--- config.mk ---
export PLATFORM = sky130hd
export DESIGN_NAME = ncps_ram
export DESIGN_NICKNAME = d
export VERILOG_FILES = /design/src/rtl/ncps_ram.sv
export SDC_FILE = /design/constraint.sdc
export NUM_CORES = 2
export LEC_CHECK = 0
export BUFFER_PORTS_ARGS = -buffer_cell sky130_fd_sc_hd__buf_2
export CAP_MARGIN = 20
export CORE_MARGIN = 4
export CORE_UTILIZATION = 50
export DETAILED_ROUTE_END_ITERATION = 6
export PLACE_DENSITY = 0.68
export SLEW_MARGIN = 10
export SYNTH_ARGS = -nofsm -noshare
export SYNTH_HDL_FRONTEND = slang
export SYNTH_SLANG_ARGS = --single-unit
--- constraint.sdc ---
create_clock -name clk -period 2.2 [get_ports clk]
set_input_delay 0.22 -clock clk [delete_from_list [all_inputs] [get_ports clk]]
set_output_delay 0.22 -clock clk [all_outputs]
set_load 0.1 [all_outputs]
--- src/rtl/ncps_ram.sv ---
//------------------------------------------------------------------------------
// ncps_ram
// Generic single-port-write, single-port-read RAM with registered read.
//------------------------------------------------------------------------------
module ncps_ram #(
	parameter int Width = 16,
	parameter int Depth = 256
) (
	input  logic                     clk,
	input  logic                     we,
	input  logic [$clog2(Depth)-1:0] waddr,
	input  logic [Width-1:0]         wdata,
	input  logic [$clog2(Depth)-1:0] raddr,
	output logic [Width-1:0]         rdata
);

	logic [Width-1:0] mem [Depth];

	always_ff @(posedge clk) begin
		if (we) begin
			mem[waddr] <= wdata;
		end
		rdata <= mem[raddr];
	end

endmodule

==> flow_summary.ini <==
[run_status]
outcome = finished, violations left
violations = negative setup slack

[yosys]
synthSimpleGateAreaFrac_pct = 1.57
synth_cell_types = 52
ys_seq_area_share_pct = 77.7
synth.cell_area_um2 = 159000
synthAdderAreaFrac_pct = 0
synth.area.top_cells = edfxtp_1 77%, mux4_2 11%, mux2i_1 3.6%
synthCells = 7360
syn_nets = 7394
yosysTopAreaCell = edfxtp_1
ys_warn_count = 0
synth_top_flop_cell = edfxtp_1
synth_edf_count = 4096
synth_xor_xnor_area_share_pct = 0
synth-compound-area-share_pct = 3.54
synth_mux_area_share_pct = 15.5
synth_seq_cells = 4112
async_flop_share_pct = 0
synth_top_area_share_pct = 77.5
synth_top_family_by_area = multiplexers
synth.avg_cell_area_um2 = 21.6

[place]
hpwl_um = 268000
place_congestion = 0.911
port_buffers = 49
post_dp_cell_area_um2 = 174000

[setup_path]
path_cells = mux4_2 > mux4_2 > a22o_4 > o32ai_4 > buf_6 > nor4_4
crit_top_cell = mux4_2
end_kind = register
critPathArrivalTime_ns = 3.38
r2r_cells = 6
r2r_start = mem[56][2]
slowest_delay_ns = 0.53
critPathMaxFanout = 1
critPathKind = register to register
required_ns = 3.02
reg2reg_to = rdata[2]
critPathSlowestCell = mux4_2
r2r_slack_ns = -0.36
critPathLaunchType = register

[global_routing]
grt_use_total_pct = 25.9
grt_pass1_vias = 82200
antenna_found_initial = 23
grt_pass1_wl_um = 607000
grt_start_max_net_pins = 100
grt_overflow = 0

[timing]
relSlewSlack_pct = 39.1
setup_violations = 16
period_needed_ns = 2.56
slew_viol_final = 0
fin_setup_tns_ns = -3.04
whs_ns = 0.0799
rsz0062_at_grt = true
fin_skew_ns = 0.0786
worst_pin_slew_ns = 0.907
finalCritPeriodShare_pct = 116
worst_slack_ns = -0.361
finalHoldViolations = 0
fmax_mhz = 390

[power]
powerDensity_nw_per_um2 = 870
ir_worst_vdd_mv = 0.896
total_power_mw = 164
p_leak_nw = 61.1

[clock_network]
cts_root_buf = clkbuf_16
worst_skew_pair.late_latency_ns = 0.98
clkSlewWorstSetupHoldPaths_ns = 0.06
cts_sinks = 4112
clock_path_buffers = 4
cts_made_buffers = 408
cts_tree = built
htreeDepth = 5

[route]
wl_per_cell_um = 32.7
route.detailed.drc = 0
dr_total_vias = 82100
routed_via_density = 6.33
drtIter0Drc = 11600
ant_nets = 0
routed_wirelength_um = 424000
dr.pass1.iters = 6

[min_path]
hp-start = waddr[1]
whs_endpoint = mem[147][5]
whs_path_depth = 4
hp-class = primary input to register

[floorplan]
core_um2 = 315000
initial_core_util_pct = 50.3
die-area_um2 = 327000
die_w_um = 571
die_h_um = 571
rows = 206
io_pins = 50

[finish]
area_growth_pct = 18.7
drive_gt1_share_pct = 30.9
final_cell_mix = 4096 x edfxtp_1, 797 x mux4_2, 725 x buf_4, 565 x mux2i_1, 411 x clkbuf_16
fin_area_um2 = 188000
final_common_cell = edfxtp_1
nNetsFinal = 8508

[job]
drv_cap = 0
## per-layer routing
metal / track usage [%] / wire (um) / part of all wire [%]
met1: 36.5 / 161000 / 38
met2: 40.6 / 202000 / 48
met3: 5.74 / 44400 / 10
met4: 8.55 / 15800 / 3.7
met5: 0 / 249 / 0.059
## final cells by class
class,count,area (um2)
Multi-Input combinational cell,2792,33600
Clock buffer,497,10600
Tap cell,4160,5200
Sequential cell,4112,123000
Fill cell,21900,127000
Inverter,4,27.5
Antenna cell,6,15.0
Timing Repair Buffer,1156,13300
Clock inverter,244,2280
## how the worst max path moves through the flow
stage | from | end | slack, ns | depth (start not counted)
global route | mem[57][2] | rdata[2] | -0.35 | 6
finish | mem[56][2] | rdata[2] | -0.36 | 6
CTS | mem[57][2] | rdata[2] | -0.37 | 6
global placement | raddr[0] | rdata[14] | -1.76 | 11
floorplan | waddr[3] | mem[235][0] | -0.19 | 6
detailed placement | raddr[0] | rdata[2] | -1.68 | 11
## state kept, by name (all words and copies together) (netlist names)
signal,cells
mem,4096
rdata,16
## cells in the mapped netlist, drive strengths merged (43+ instances only)
cell	count
a21oi	175
a22oi	43
buf	222
clkbuf	230
edfxtp	4096
mux2	88
mux2i	565
mux4	797
nor2	304
nor3	92
o221ai	253
o22ai	148
## per-stage QoR
step           util (%)  cells  setup WS, ns
3_3_place_gp       55.3  12200         -1.76
3_5_place_dp       55.3  12200         -1.68
2_1_floorplan         -   7360        -0.185
4_1_cts            59.6  13000        -0.373
6_report           59.7  13000        -0.361
5_1_grt            59.7  13000        -0.350
## critical path: cells and delay by family (launching register included)
kind	cells	cell delay [ns]
mux	2	1.05
flops	1	0.37
buf+inv	1	0.17
simple gates	1	0.03
compound gates	2	0.79
## logic make-up after synthesis
kind of cell / Yosys count
DFF: 4112
muxes: 1450
AOI/OAI and AO/OA: 786
buffers and inverters: 456
and+or+nand+nor: 556
## timing repair
action	4_1_cts	5_1_grt
pin swaps	36	18
cloned	1	0
hold buffers	21	0
endpoints found under the hold margin	2963	0
endpoints found under the setup margin	19	16
buffers inserted	0	0
resized for setup	101	30
## where the power goes
group	internal [mW]	switching [mW]
combinational	3.77	6.21
sequential	86.3	0.104
clock	38.0	29.5
(Power assumes the default switching activity.)
